## src/sv/ascii_decimal_to_fixed_point_macros.svh

```systemverilog
// ----------------------------------------------------------------------------
// ascii_decimal_to_fixed_point_macros
// Assertion helpers shared by the parser blocks.
// ----------------------------------------------------------------------------
// Each macro expects a clock named clk and a reset named rst in scope.
`ifndef ASCII_DECIMAL_TO_FIXED_POINT_MACROS_SVH
`define ASCII_DECIMAL_TO_FIXED_POINT_MACROS_SVH

// Same-cycle implication.
`define ADFP_ASSERT_NOW(label, ante, cons, msg) \
  label: assert property (@(posedge clk) disable iff (rst) (ante) |-> (cons)) \
    else $error(msg);

// Next-cycle implication.
`define ADFP_ASSERT_NEXT(label, ante, cons, msg) \
  label: assert property (@(posedge clk) disable iff (rst) (ante) |=> (cons)) \
    else $error(msg);

`endif

```

## src/sv/adfp_pkg.sv

```systemverilog
// ----------------------------------------------------------------------------
// adfp_pkg
// Types, character codes and constant tables of the decimal-to-fixed parser.
// ----------------------------------------------------------------------------
package adfp_pkg;

  localparam int INT_BITS_DEF        = 31;
  localparam int FRAC_BITS_DEF       = 32;
  localparam int MAX_FRAC_DIGITS_DEF = 15;

  // Widest fields a number record has to carry across the queue
  localparam int INT_BITS_MAX = 31;
  localparam int FACC_W_MAX   = 50;
  localparam int FCNT_W       = 4;
  localparam int VALUE_W      = 64;
  localparam int Q_DEPTH      = 2;

  localparam logic [7:0] CH_MINUS = 8'h2D;
  localparam logic [7:0] CH_POINT = 8'h2E;
  localparam logic [7:0] CH_ZERO  = 8'h30;
  localparam logic [7:0] CH_NINE  = 8'h39;

  typedef enum logic [2:0] {
    PH_IDLE   = 3'd0,
    PH_SIGNED = 3'd1,
    PH_ZERO   = 3'd2,
    PH_INT    = 3'd3,
    PH_FRAC   = 3'd4
  } phase_t;

  typedef struct packed {
    logic [7:0] char_code;
  } char_item_t;

  typedef struct packed {
    logic signed [VALUE_W-1:0] value;
    logic [7:0]                terminator;
    logic                      overflowed;
    logic                      digits_dropped;
  } number_item_t;

  // A finished number as the front hands it to the back
  typedef struct packed {
    logic                    negative;
    logic [INT_BITS_MAX-1:0] int_acc;
    logic [FACC_W_MAX-1:0]   frac_acc;
    logic [FCNT_W-1:0]       frac_count;
    logic [7:0]              terminator;
    logic                    overflowed;
    logic                    digits_dropped;
  } num_rec_t;

  function automatic logic [63:0] pow_ten(input logic [FCNT_W-1:0] n);
    logic [63:0] p;
    unique case (n)
      4'd0:    p = 64'd1;
      4'd1:    p = 64'd10;
      4'd2:    p = 64'd100;
      4'd3:    p = 64'd1000;
      4'd4:    p = 64'd10000;
      4'd5:    p = 64'd100000;
      4'd6:    p = 64'd1000000;
      4'd7:    p = 64'd10000000;
      4'd8:    p = 64'd100000000;
      4'd9:    p = 64'd1000000000;
      4'd10:   p = 64'd10000000000;
      4'd11:   p = 64'd100000000000;
      4'd12:   p = 64'd1000000000000;
      4'd13:   p = 64'd10000000000000;
      4'd14:   p = 64'd100000000000000;
      default: p = 64'd1000000000000000;
    endcase
    return p;
  endfunction

endpackage

```

## src/sv/adfp_queue.sv

```systemverilog
// ----------------------------------------------------------------------------
// adfp_queue
// Short show-ahead queue of number records between parser and divider.
// ----------------------------------------------------------------------------
`include "ascii_decimal_to_fixed_point_macros.svh"

module adfp_queue
  import adfp_pkg::*;
(
  input  logic     clk,
  input  logic     rst,
  input  logic     push,
  input  num_rec_t push_rec,
  output logic     q_ready,
  output logic     pop_valid,
  output num_rec_t pop_rec,
  input  logic     pop
);

  localparam int PTR_W = (Q_DEPTH > 1) ? $clog2(Q_DEPTH) : 1;
  localparam int CNT_W = $clog2(Q_DEPTH + 1);

  num_rec_t           slots [Q_DEPTH];
  logic [PTR_W-1:0]   wr_ptr, rd_ptr;
  logic [CNT_W-1:0]   count;
  logic               do_push, do_pop;

  assign q_ready   = count != CNT_W'(Q_DEPTH);
  assign pop_valid = count != '0;
  assign pop_rec   = slots[rd_ptr];
  assign do_push   = push && q_ready;
  assign do_pop    = pop && pop_valid;

  always_ff @(posedge clk) begin
    if (do_push) begin
      slots[wr_ptr] <= push_rec;
    end
  end

  always_ff @(posedge clk) begin
    if (rst) begin
      wr_ptr <= '0;
      rd_ptr <= '0;
      count  <= '0;
    end else begin
      if (do_push) begin
        wr_ptr <= (wr_ptr == PTR_W'(Q_DEPTH - 1)) ? '0 : wr_ptr + 1'b1;
      end
      if (do_pop) begin
        rd_ptr <= (rd_ptr == PTR_W'(Q_DEPTH - 1)) ? '0 : rd_ptr + 1'b1;
      end
      if (do_push && !do_pop) begin
        count <= count + 1'b1;
      end else if (do_pop && !do_push) begin
        count <= count - 1'b1;
      end
    end
  end

  `ADFP_ASSERT_NOW(a_no_push_full, push, q_ready, "record pushed into a full queue")
  `ADFP_ASSERT_NOW(a_no_pop_empty, pop, pop_valid, "record popped from an empty queue")

endmodule

```

## config.mk

```make
export PLATFORM = sky130hd
export DESIGN_NAME = adfp_queue
export DESIGN_NICKNAME = d
export VERILOG_FILES = /design/src/sv/adfp_pkg.sv /design/src/sv/adfp_queue.sv
export VERILOG_INCLUDE_DIRS = /design/src /design/src/sv
export SDC_FILE = /design/constraint.sdc
export NUM_CORES = 1
export LEC_CHECK = 0
export ABC_AREA = 1
export BUFFER_PORTS_ARGS = -buffer_cell sky130_fd_sc_hd__buf_2
export CAP_MARGIN = 0
export CORE_MARGIN = 2
export CORE_UTILIZATION = 25
export DETAILED_ROUTE_END_ITERATION = 16
export GPL_TIMING_DRIVEN = 0
export PLACE_DENSITY_LB_ADDON = 0.2
export SYNTH_ARGS = -nofsm -noshare
export SYNTH_HDL_FRONTEND = slang
export SYNTH_SLANG_ARGS = --single-unit
```

## constraint.sdc

```tcl
create_clock -name clk -period 7.23 [get_ports clk]
set_clock_uncertainty 0.1 [all_clocks]
set_input_delay 1.446 -clock clk [delete_from_list [all_inputs] [get_ports clk]]
set_output_delay 1.446 -clock clk [all_outputs]
set_load 0.01 [all_outputs]
```

==> impl_metrics.sql, run 1 <==
INSERT INTO impl_metrics (metric_group, metric, value, unit) VALUES
('outcome', 'status', 'finished clean', ''),
('yosys', 'synth_compound_area_share', '0.272', '%'),
('cells_and_area', 'n_antenna_cell', '0', ''),
('cells_and_area', 'final_layout_size_suffix_gt1_share', '59.9', '%'),
('cells_and_area', 'final_cell_area', '9540', 'µm²'),
('yosys', 'post_synthesis_mux_area_share', '16.7', '%'),
('die', 'row_count', '62', ''),
('yosys', 'avgSynthCellArea', '21.9', 'µm²'),
('setup_path', 'worst_setup_path_end_kind', 'output port', ''),
('clock_network', 'post_cts_hold_buffer_count', '0', ''),
('clock_network', 'post_cts.resized_instances', '0', ''),
('setup_path', 'crit_path_start_kind', 'flip-flop', ''),
('placed_design', 'hpwlAfterDp', '10.2', 'mm'),
('die', 'floorplan.die.height', '176', 'µm'),
('route', 'drt_drc_violations_left', '0', ''),
('clock_network', 'tritoncts.num_buffers', '17', ''),
('grt', 'grt_start_max_net_pins', '31', ''),
('placed_design', 'routabilityCongestion', '0.672', ''),
('sta', 'timing.final.max_slew_violations', '0', ''),
('clock_network', 'buffer_levels_on_the_longest_clock_path', '2', ''),
('yosys', 'area_fraction_in_and_or_nand_and_nor_cells_after_synthesis', '1.04', '%'),
('cells_and_area', 'layoutNonFillerInstCount', '955', ''),
('hold_path', 'hold-path-cell-count', '2', ''),
('die', 'floorplan.die.width', '176', 'µm'),
('clock_network', 'clock-root-buffer', 'sky130_fd_sc_hd__clkbuf_16', ''),
('setup_path', 'timing.critical_path.arrival', '1700', 'ps'),
('yosys', 'main_combinational_cell_family_by_area_after_synthesis', 'multiplexers', ''),
('route', 'drt_first_iter_violations', '165', ''),
('power', 'power.leakage', '3.59', 'nW'),
('clock_network', 'h-tree-depth', '4', ''),
('setup_path', 'setup.worst_path.class', 'flip-flop to output port', ''),
('route', 'drt-pass1-iter-count', '4', ''),
('sta', 'worst_slew_margin_rel', '51.9', '%'),
('sta', 'worst-slew-pin-transition', '720', 'ps'),
('cells_and_area', 'finalNetCount', '659', ''),
('yosys', 'ys_ff_latch', '197', ''),
('yosys', 'synth_xor_xnor_area_share', '0', '%'),
('sta', 'fmax', '0.308', 'GHz'),
('route', 'routed_wire_length_per_instance', '15.1', 'µm'),
('cells_and_area', 'fill_cells', '2817', ''),
('cells_and_area', 'layout.core_utilization', '33.1', '%'),
('sta', 'postLayoutSetupSlackWorst', '3980', 'ps'),
('placed_design', 'portBuffers', '197', ''),
('placed_design', 'placed_cells_incl_taps', '923', ''),
('setup_path', 'r2r.worst_path.cells', '6', ''),
('setup_path', 'worst_r2r_src', 'count[0]', ''),
('grt', 'globalRoute.totalOverflow', '0', ''),
('die', 'initial_core_utilization', '25.5', '%'),
('yosys', 'syn_nets', '437', ''),
('grt', 'grt_first_pass_wirelength', '22.3', 'mm'),
('cells_and_area', 'layout-area-overhead-vs-synth', '29.5', '%'),
('sta', 'setup_violations', '0', ''),
('yosys', 'ys_seq_area_share', '79.6', '%'),
('grt', 'antenna_violations_before_repair', '0', ''),
('die', 'floorplan.die_area', '30900', 'µm²'),
('clock_network', 'clock_sink_count', '197', ''),
('yosys', 'synth_cells', '336', ''),
('setup_path', 'worstPathMaxFanout', '10', ''),
('die', 'ioPinCount', '198', ''),
('die', 'coreArea', '28900', 'µm²'),
('sta', 'final_hold_violation_count', '0', ''),
('route', 'via_per_inst', '3.93', ''),
('route', 'finalWirelength', '14.5', 'mm'),
('route', 'dr_total_vias', '3752', ''),
('power', 'pwr_density_cell', '334', 'nW/µm²'),
('clock_network', 'clock_tree_from_tritoncts', 'built', ''),
('yosys', 'synthDistinctLibCells', '16', ''),
('grt', 'grt.total_usage', '9.45', '%'),
('yosys', 'synth_area_leaders', 'sky130_fd_sc_hd__edfxtp_1 (78%), sky130_fd_sc_hd__mux2_2 (8.6%), sky130_fd_sc_hd__mux2_4 (8.2%), sky130_fd_sc_hd__dfxtp_1 (1.4%), sky130_fd_sc_hd__buf_12 (1.1%)', ''),
('sta', 'grt_setup_unrepaired', 'false', ''),
('yosys', 'synth_area', '7370', 'µm²');
-- cells by family (layout without fill, tap and decap cells) --
| group | Yosys count | after routing |
|---|---|---|
| muxes | 96 | 96 |
| DFF | 197 | 197 |
| and+or+nand+nor | 19 | 19 |
| adders and majority gates | 1 | 1 |
| AOI/OAI and AO/OA | 4 | 4 |
| buffers and inverters | 19 | 254 |
-- Yosys cell counts --
| library cell | number |
|---|---|
| sky130_fd_sc_hd__a21oi_1 | 2 |
| sky130_fd_sc_hd__nand2_1 | 9 |
| sky130_fd_sc_hd__nand4_1 | 1 |
| sky130_fd_sc_hd__mux2_4 | 40 |
| sky130_fd_sc_hd__buf_2 | 5 |
| sky130_fd_sc_hd__ha_1 | 1 |
| sky130_fd_sc_hd__nor2_1 | 7 |
| sky130_fd_sc_hd__buf_8 | 1 |
| sky130_fd_sc_hd__o21ai_0 | 2 |
| sky130_fd_sc_hd__buf_12 | 4 |
| sky130_fd_sc_hd__edfxtp_1 | 192 |
| sky130_fd_sc_hd__inv_1 | 8 |
| sky130_fd_sc_hd__dfxtp_1 | 5 |
| sky130_fd_sc_hd__mux2_2 | 56 |
| sky130_fd_sc_hd__buf_6 | 1 |
| sky130_fd_sc_hd__nand3_1 | 2 |
-- report_power, final --
group	switching, mW	internal (mW)
Sequential	0.0348	1.44
Clock	0.449	0.460
Combinational	0.414	0.390
Total	0.898	2.29
-- metrics by stage --
step | power [mW] | hold slack (ps)
2_1_floorplan | 2.02 | 365
3_3_place_gp | 2.32 | 384
3_5_place_dp | 2.33 | 392
4_1_cts | 3.26 | 415
5_1_grt | 3.36 | 450
6_report | 3.19 | 415
-- per-layer routing --
| layer | wire length, µm | vias to the layer above | share of wire [%] | global-route usage (%) |
|---|---|---|---|---|
| met5 | 0 | - | 0 | 0 |
| met4 | 131 | 0 | 0.91 | 2.79 |
| met3 | 1070 | 7 | 7.4 | 3.55 |
| met2 | 7230 | 123 | 50 | 16.0 |
| met1 | 6030 | 1864 | 42 | 11.2 |
| li1 | - | 1758 | - | - |
-- worst max-delay path, cell delays in order, from the launching register on --
cell                      delay [ps]
sky130_fd_sc_hd__dfxtp_1         330
sky130_fd_sc_hd__buf_6           130
sky130_fd_sc_hd__buf_8           190
sky130_fd_sc_hd__buf_12          170
sky130_fd_sc_hd__mux2_4          300
sky130_fd_sc_hd__buf_2           150
-- registers in the layout, summed over array words and instances (netlist names), named ones only --
register / flops
count: 2
rd_ptr: 1
slots: 192
wr_ptr: 1
-- path summary, 6_finish.rpt --
check                               endpoint  slack [ps]
worst min register to register        rd_ptr         420
worst max register to register  slots[1][67]        4950
worst min-delay path                  rd_ptr         420
worst max-delay path             pop_rec[58]        3980
-- cells in the final DEF (no fill, tap or decap), types with 2 or more instances in the layout --
cell                         count
sky130_fd_sc_hd__clkinv_8        3
sky130_fd_sc_hd__dfxtp_1         5
sky130_fd_sc_hd__inv_1           8
sky130_fd_sc_hd__mux2_2         56
sky130_fd_sc_hd__buf_12         10
sky130_fd_sc_hd__inv_6           2
sky130_fd_sc_hd__nand2_1         9
sky130_fd_sc_hd__clkinvlp_4      2
sky130_fd_sc_hd__nor2_4          2
sky130_fd_sc_hd__a21oi_1         2
sky130_fd_sc_hd__edfxtp_1      192
sky130_fd_sc_hd__buf_2         202
sky130_fd_sc_hd__o21ai_0         2
sky130_fd_sc_hd__mux2_4         40
sky130_fd_sc_hd__clkbuf_16      17
sky130_fd_sc_hd__inv_8           4
sky130_fd_sc_hd__nor2_1          5
sky130_fd_sc_hd__nand3_1         2
-- cell type report --
cell class / instances / area (µm²) / area share (%)
inverters: 8 / 30.0 / 0.315
repair buffers: 203 / 1110 / 11.6
clock buffers: 18 / 429 / 4.50
flip-flops and latches: 197 / 5870 / 61.5
multi-input cells: 120 / 1360 / 14.2
plain buffers: 11 / 131 / 1.38
clock inverters: 14 / 144 / 1.51
well taps: 384 / 480 / 5.04
(Power assumes the default switching activity.)
==> run 2: changes to the inputs <==
- ABC_AREA: 1 -> 0
- clock period: 7.23 -> 3.3 ns (I/O delays scaled with it)
==> run 2 against run 1 <==
Against the previous run:
- clock-buffer cell count unchanged
- synthesized cell count decreased by 3.9%
- area after synthesis decreased by 0.22%
- clock power increased by 120%
- setup slack got worse by 3100 ps
==> impl_metrics.sql, run 2 <==
INSERT INTO impl_metrics (metric_group, metric, value, unit) VALUES
('setup_path', 'setup.worst_path.class', 'flip-flop to output port', ''),
('setup_path', 'buf_inv_on_cp', '4', ''),
('clock_network', 'postCtsSetupRepairBufs', '0', ''),
('clock_network', 'clock_sink_count', '197', ''),
('die', 'floorplan.die_area', '30800', 'µm²'),
('grt', 'grt.total_usage', '9.55', '%'),
('setup_path', 'rrSetupSlack', '1150', 'ps'),
('power', 'pwr_density_cell', '745', 'nW/µm²'),
('setup_path', 'crit_path_top_delay_cell', 'sky130_fd_sc_hd__dfxtp_1', ''),
('sta', 'totalNegativeSetupSlack', '0', 'ps'),
('sta', 'final_worst_path_period_share', '74.1', '%'),
('cells_and_area', 'largest_register_ffs', '192', ''),
('yosys', 'synth_area_leaders', 'sky130_fd_sc_hd__edfxtp_1 (78%), sky130_fd_sc_hd__mux2_2 (8.6%), sky130_fd_sc_hd__mux2_4 (8.2%), sky130_fd_sc_hd__dfxtp_1 (1.4%), sky130_fd_sc_hd__buf_12 (1.1%)', ''),
('die', 'ioPinCount', '198', ''),
('power', 'total_power', '7.02', 'mW'),
('placed_design', 'place_area', '8880', 'µm²'),
('cells_and_area', 'layout-area-overhead-vs-synth', '28.2', '%'),
('route', 'detail_route.wirelength.met1', '6.04', 'mm'),
('route', 'finalWirelength', '14.6', 'mm'),
('yosys', 'area_fraction_in_and_or_nand_and_nor_cells_after_synthesis', '0.681', '%'),
('clock_network', 'clkTransAtPathRegs', '80', 'ps'),
('sta', 'period_needed', '2450', 'ps'),
('placed_design', 'portBuffers', '197', ''),
('cells_and_area', 'final_cell_area', '9430', 'µm²'),
('setup_path', 'crit_chain', 'buf_6 -> buf_8 -> buf_12 -> mux2_4 -> buf_2', ''),
('cells_and_area', 'reg.largest.list', 'slots (192), count (2)', ''),
('cells_and_area', 'final_common_cell', 'sky130_fd_sc_hd__buf_2', ''),
('yosys', 'yosys.area.top_type_share', '78.4', '%'),
('sta', 'setup_violations', '0', ''),
('route', 'dr_total_vias', '3680', ''),
('yosys', 'synthDistinctLibCells', '21', ''),
('cells_and_area', 'fill_cells', '2842', ''),
('sta', 'worst-slew-pin-transition', '721', 'ps'),
('yosys', 'adder_cell_area_share_of_the_yosys_netlist', '0.170', '%'),
('die', 'row_count', '62', ''),
('outcome', 'status', 'finished clean', ''),
('run', 'max-cap-violations', '0', ''),
('route', 'via_per_inst', '3.92', ''),
('sta', 'timing.final.max_slew_violations', '0', ''),
('setup_path', 'critical_path.max_stage_delay', '330', 'ps'),
('yosys', 'synth_area', '7350', 'µm²'),
('cells_and_area', 'ff_latch_area', '5870', 'µm²'),
('yosys', 'ys_ff_latch', '197', ''),
('route', 'routed.top_layer', 'met4', ''),
('clock_network', 'clock-root-buffer', 'sky130_fd_sc_hd__clkbuf_16', ''),
('yosys', 'post_synthesis_mux_area_share', '16.7', '%'),
('yosys', 'async_flop_share', '0', '%'),
('cells_and_area', 'max_flop_register', 'slots', ''),
('yosys', 'avgSynthCellArea', '22.8', 'µm²'),
('yosys', 'post-synth-top-count-cell', 'sky130_fd_sc_hd__edfxtp_1', ''),
('power', 'power.leakage', '3.52', 'nW'),
('clock_network', 'post_cts_hold_buffer_count', '0', ''),
('grt', 'globalRoute.totalOverflow', '0', ''),
('yosys', 'yosysWarningCount', '0', ''),
('route', 'drtAntennaViolNets', '0', ''),
('route', 'routed_met2_length', '7.46', 'mm'),
('yosys', 'synth_cells', '323', ''),
('grt', 'vias_in_the_first_global_route', '3988', ''),
('route', 'drt_drc_violations_left', '0', ''),
('clock_network', 'clk_latency', '420', 'ps'),
('clock_network', 'post_cts.resized_instances', '0', ''),
('die', 'coreArea', '28900', 'µm²'),
('die', 'initial_core_utilization', '25.5', '%'),
('sta', 'worst_slew_margin_rel', '51.9', '%'),
('setup_path', 'crit_path_start_kind', 'flip-flop', ''),
('cells_and_area', 'multi_input_comb_area', '1360', 'µm²'),
('placed_design', 'routabilityCongestion', '0.674', ''),
('yosys', 'post-synth-top-area-cell', 'sky130_fd_sc_hd__edfxtp_1', ''),
('yosys', 'ys_seq_area_share', '79.8', '%'),
('setup_path', 'worstPathMaxFanout', '10', ''),
('sta', 'fin_hold_ws', '320', 'ps'),
('route', 'wl_met3', '1.00', 'mm'),
('yosys', 'synth-edff-count', '192', ''),
('clock_network', 'tritoncts.num_buffers', '17', ''),
('setup_path', 'timing.critical_path.required', '2540', 'ps'),
('cells_and_area', 'final_cell_mix', 'sky130_fd_sc_hd__buf_2 (202), sky130_fd_sc_hd__edfxtp_1 (192), sky130_fd_sc_hd__mux2_2 (56)', ''),
('placed_design', 'hpwlAfterDp', '9.71', 'mm'),
('die', 'floorplan.die.width', '175', 'µm'),
('grt', 'grt_first_pass_wirelength', '22.3', 'mm'),
('hold_path', 'hp-class', 'input port to flip-flop', ''),
('yosys', 'synth_xor_xnor_area_share', '0.357', '%'),
('route', 'routed_wire_length_per_instance', '15.6', 'µm'),
('setup_path', 'worst_setup_path_end_kind', 'output port', ''),
('sta', 'fmax', '0.409', 'GHz'),
('die', 'floorplan.die.height', '175', 'µm'),
('grt', 'antenna_violations_before_repair', '1', ''),
('cells_and_area', 'finalNetCount', '642', ''),
('yosys', 'synthTopCellsByCount', 'sky130_fd_sc_hd__edfxtp_1 (192), sky130_fd_sc_hd__mux2_2 (56), sky130_fd_sc_hd__mux2_4 (40), sky130_fd_sc_hd__buf_2 (5), sky130_fd_sc_hd__dfxtp_1 (5)', ''),
('cells_and_area', 'final_layout_size_suffix_gt1_share', '61.5', '%'),
('yosys', 'main_combinational_cell_family_by_area_after_synthesis', 'multiplexers', ''),
('clock_network', 'h-tree-depth', '4', ''),
('route', 'drt-pass1-iter-count', '4', ''),
('setup_path', 'cpLargestDelayFamily', 'buffers and inverters', ''),
('setup_path', 'timing.critical_path.arrival', '1690', 'ps'),
('sta', 'grt_setup_unrepaired', 'false', ''),
('yosys', 'synth_compound_area_share', '0.409', '%'),
('power', 'ir_drop', '0.245', 'mV'),
('yosys', 'most_used_dff_post_synth', 'sky130_fd_sc_hd__edfxtp_1', ''),
('clock_network', 'clock_tree_from_tritoncts', 'built', ''),
('clock_network', 'buffer_levels_on_the_longest_clock_path', '2', ''),
('sta', 'final_hold_violation_count', '0', ''),
('yosys', 'syn_nets', '424', ''),
('grt', 'grt_start_max_net_pins', '52', ''),
('route', 'drt_first_iter_violations', '127', '');
[run 2: cell families (layout without fill, tap and decap cells)]
group / Yosys count / in the layout
buffers and inverters: 12 / 242
AO/OA/AOI/OAI: 5 / 5
AND/OR/NAND/NOR: 9 / 9
other: 0 / 1
flip-flops: 197 / 197
adder cells (fa/ha/maj): 1 / 1
multiplexers: 96 / 96
XOR/XNOR: 3 / 3
[run 2: worst reg2reg max path, cell delays in order, from the launching register on]
cell and delay, ps:
sky130_fd_sc_hd__dfxtp_1 420, sky130_fd_sc_hd__nand2b_1 210, sky130_fd_sc_hd__nand3b_1 160, sky130_fd_sc_hd__inv_4 510, sky130_fd_sc_hd__buf_16 350
[run 2: final cells by class]
class                      count  share of cell area, %
timing repair buffer         199                   11.0
tap                          384                   5.10
clock buffer                  18                   4.55
sequential                   197                   62.2
buffer                        11                   1.39
antenna                        1                 0.0265
multi-input combinational    114                   14.4
clock inverter                13                   1.21
inverter                       1                 0.0664
[run 2: layer usage]
metal / up-vias / global-route usage [%]
met5: - / 0
met4: 0 / 2.79
met3: 8 / 3.72
met2: 117 / 16.7
met1: 1842 / 10.8
li1: 1713 / -
[run 2: final timing paths]
path	startpoint	to	cells after the start
setup / recovery	flip-flop	pop_rec[35]	5
hold / removal	push_rec[92]	slots[1][92]	1
setup reg to reg	count[0]	slots[0][65]	4
hold reg to reg	rd_ptr	rd_ptr	2
[run 2: report_power, final]
| group | switching, mW | internal (mW) |
|---|---|---|
| sequential | 0.0747 | 3.12 |
| combinational | 0.936 | 0.927 |
| clock | 0.970 | 0.990 |
| total | 1.98 | 5.04 |
[run 2: stage by stage]
stage	cells	setup slack [ps]	util, %
floorplan	323	130	-
global placement	904	-1140	30.6
detailed placement	906	975	30.8
CTS	937	781	32.7
global route	937	757	32.7
finish	938	854	32.7
==> run 3: changes to the inputs <==
- clock period: 3.3 -> 2 ns (I/O delays scaled with it)
==> run 3 against run 2 <==
Against the previous run:
- the run now ends with setup timing left
- combinational power up 120%
- design area up 7.3%
- clock-buffer cell count up 2
- global-route usage up 0.61 points
- hold slack worse by 260 ps
- critical path type unchanged
- largest cell class unchanged
- largest power group unchanged
==> impl_metrics.sql, run 3 (synthesis results as in run 2) <==
INSERT INTO impl_metrics (metric_group, metric, value, unit) VALUES
('sta', 'worst-slew-pin-transition', '652', 'ps'),
('run', 'max-cap-violations', '0', ''),
('cells_and_area', 'final_common_cell', 'sky130_fd_sc_hd__edfxtp_1', ''),
('route', 'detail_route.wirelength.met1', '6.27', 'mm'),
('setup_path', 'worst_r2r_src', 'count[0]', ''),
('route', 'routed_met2_length', '7.92', 'mm'),
('setup_path', 'worstSetupEndpoint', 'pop_rec[59]', ''),
('sta', 'final_worst_path_period_share', '107', '%'),
('setup_path', 'crit_path_top_delay_cell', 'sky130_fd_sc_hd__dfxtp_2', ''),
('route', 'drt-pass1-iter-count', '4', ''),
('die', 'ioPinCount', '198', ''),
('grt', 'grt_start_max_net_pins', '45', ''),
('placed_design', 'portBuffers', '197', ''),
('setup_path', 'regToRegEndpoint', 'slots[1][54]', ''),
('cells_and_area', 'fill_cells', '2802', ''),
('sta', 'fin_hold_ws', '60.3', 'ps'),
('cells_and_area', 'layout-area-overhead-vs-synth', '37.6', '%'),
('hold_path', 'hp-class', 'input port to flip-flop', ''),
('clock_network', 'post_cts_hold_buffer_count', '0', ''),
('setup_path', 'worstPathMaxFanout', '10', ''),
('setup_path', 'cpLargestDelayFamily', 'buffers and inverters', ''),
('sta', 'grt_setup_unrepaired', 'true', ''),
('power', 'pwr_density_cell', '1250', 'nW/µm²'),
('cells_and_area', 'finalNetCount', '653', ''),
('sta', 'postLayoutSetupSlackWorst', '-143', 'ps'),
('setup_path', 'timing.critical_path.required', '1500', 'ps'),
('grt', 'antenna_violations_before_repair', '1', ''),
('power', 'power.leakage', '3.81', 'nW'),
('placed_design', 'routabilityCongestion', '0.679', ''),
('grt', 'grt.total_usage', '10.2', '%'),
('clock_network', 'clock_sink_count', '197', ''),
('cells_and_area', 'reg.largest.list', 'slots (192), count (2)', ''),
('setup_path', 'r2r.worst_path.cells', '3', ''),
('route', 'drt_drc_violations_left', '0', ''),
('route', 'finalWirelength', '15.5', 'mm'),
('sta', 'setup_violations', '96', ''),
('setup_path', 'timing.critical_path.mode_cell', 'sky130_fd_sc_hd__buf_12', ''),
('cells_and_area', 'final_cell_area', '10100', 'µm²'),
('setup_path', 'crit_chain', 'buf_12 -> buf_12 -> buf_12 -> mux2_4 -> buf_2', ''),
('setup_path', 'rrSetupSlack', '190', 'ps'),
('grt', 'vias_in_the_first_global_route', '4077', ''),
('cells_and_area', 'max_flop_register', 'slots', ''),
('die', 'row_count', '62', ''),
('cells_and_area', 'layoutNonFillerInstCount', '950', ''),
('die', 'coreArea', '28900', 'µm²'),
('die', 'initial_core_utilization', '25.5', '%'),
('placed_design', 'place_area', '8900', 'µm²'),
('clock_network', 'tritoncts.num_buffers', '17', ''),
('setup_path', 'critical_path_depth', '5', ''),
('cells_and_area', 'final_layout_size_suffix_gt1_share', '62.5', '%'),
('clock_network', 'clock_tree_from_tritoncts', 'built', ''),
('sta', 'period_needed', '2140', 'ps'),
('clock_network', 'buffer_levels_on_the_longest_clock_path', '2', ''),
('placed_design', 'placed_cells_incl_taps', '907', ''),
('setup_path', 'buf_inv_on_cp', '4', ''),
('setup_path', 'setup.worst_path.class', 'flip-flop to output port', ''),
('die', 'floorplan.die.height', '175', 'µm'),
('placed_design', 'hpwlAfterDp', '9.92', 'mm'),
('outcome', 'status', 'finished, violations left', ''),
('clock_network', 'clock-root-buffer', 'sky130_fd_sc_hd__clkbuf_16', ''),
('die', 'floorplan.die.width', '175', 'µm'),
('outcome', 'violations', 'setup timing', ''),
('clock_network', 'h-tree-depth', '4', ''),
('route', 'routed.top_layer', 'met4', ''),
('clock_network', 'clkTransAtPathRegs', '80', 'ps'),
('setup_path', 'worst_setup_path_end_kind', 'output port', ''),
('clock_network', 'clk_latency', '420', 'ps'),
('route', 'drtAntennaViolNets', '0', ''),
('cells_and_area', 'layout.core_utilization', '35.1', '%'),
('sta', 'final_hold_violation_count', '0', ''),
('cells_and_area', 'final_cell_mix', 'sky130_fd_sc_hd__edfxtp_1 (192), sky130_fd_sc_hd__buf_2 (135), sky130_fd_sc_hd__mux2_4 (66)', ''),
('sta', 'timing.final.max_slew_violations', '0', ''),
('power', 'ir_drop', '0.511', 'mV'),
('route', 'via_per_inst', '3.92', ''),
('route', 'drt_first_iter_violations', '127', ''),
('setup_path', 'crit_path_start_kind', 'flip-flop', ''),
('setup_path', 'critical_path.max_stage_delay', '340', 'ps'),
('cells_and_area', 'largest_register_ffs', '192', ''),
('route', 'wl_met3', '1.12', 'mm'),
('sta', 'fmax', '0.467', 'GHz'),
('setup_path', 'timing.critical_path.arrival', '1640', 'ps'),
('die', 'floorplan.die_area', '30800', 'µm²'),
('route', 'routed_wire_length_per_instance', '16.3', 'µm'),
('route', 'dr_total_vias', '3722', ''),
('grt', 'globalRoute.totalOverflow', '0', ''),
('grt', 'grt_first_pass_wirelength', '23.5', 'mm'),
('sta', 'worst_slew_margin_rel', '56.5', '%');
## run 3: what timing repair did
item,4_1_cts,5_1_grt
gates resized for setup,115,2
cloned,3,0
buffers inserted,7,1
pin swaps,1,0
endpoints found under the setup margin,211,96
## run 3: worst min path at each step
stage,start,end,slack (ps),cells after the start
3_3_place_gp,rd_ptr,rd_ptr,390,2
2_1_floorplan,rst,count[0],360,1
5_1_grt,push_rec[35],slots[0][35],40,1
6_report,push_rec[86],slots[0][86],60,1
3_5_place_dp,rd_ptr,flip-flop,400,2
4_1_cts,push_rec[44],slots[1][44],40,1
## run 3: through the flow
stage	setup WS [ps]	total power [mW]	setup TNS, ps
3_3_place_gp	-1550	8.50	-243130
6_report	-143	12.6	-9290
2_1_floorplan	-542	7.38	-78360
3_5_place_dp	-131	8.57	-11950
4_1_cts	-204	12.9	-14680
5_1_grt	-238	13.3	-17600
## run 3: cell type report
cell class / count / area (µm²) / area share (%)
diodes: 1 / 2.50 / 0.0247
well taps: 384 / 480 / 4.75
plain buffers: 10 / 175 / 1.73
clock inverters: 12 / 124 / 1.22
clock buffers: 20 / 437 / 4.32
multi-input cells: 115 / 1470 / 14.5
inverters: 1 / 7.51 / 0.0742
flip-flops and latches: 197 / 5870 / 58.0
repair buffers: 209 / 1550 / 15.3
repair inverters: 1 / 7.51 / 0.0742
## run 3: worst register-to-register path, delay by kind of cell (launching register included)
| family | cells | cell delay (ps) |
|---|---|---|
| DFF | 1 | 370 |
| and+or+nand+nor | 2 | 670 |
| buffers and inverters | 1 | 310 |
## run 3: metal layers
layer	global-route usage, %	vias to the layer above
li1	-	1748
met1	11.8	1842
met2	17.6	124
met3	3.79	8
met4	2.82	0
met5	0	-
## run 3: where the power goes
| part | internal (mW) | switching (mW) |
|---|---|---|
| Clock | 1.75 | 1.56 |
| Sequential | 5.15 | 0.142 |
| Combinational | 2.29 | 1.73 |
| Total | 9.20 | 3.43 |
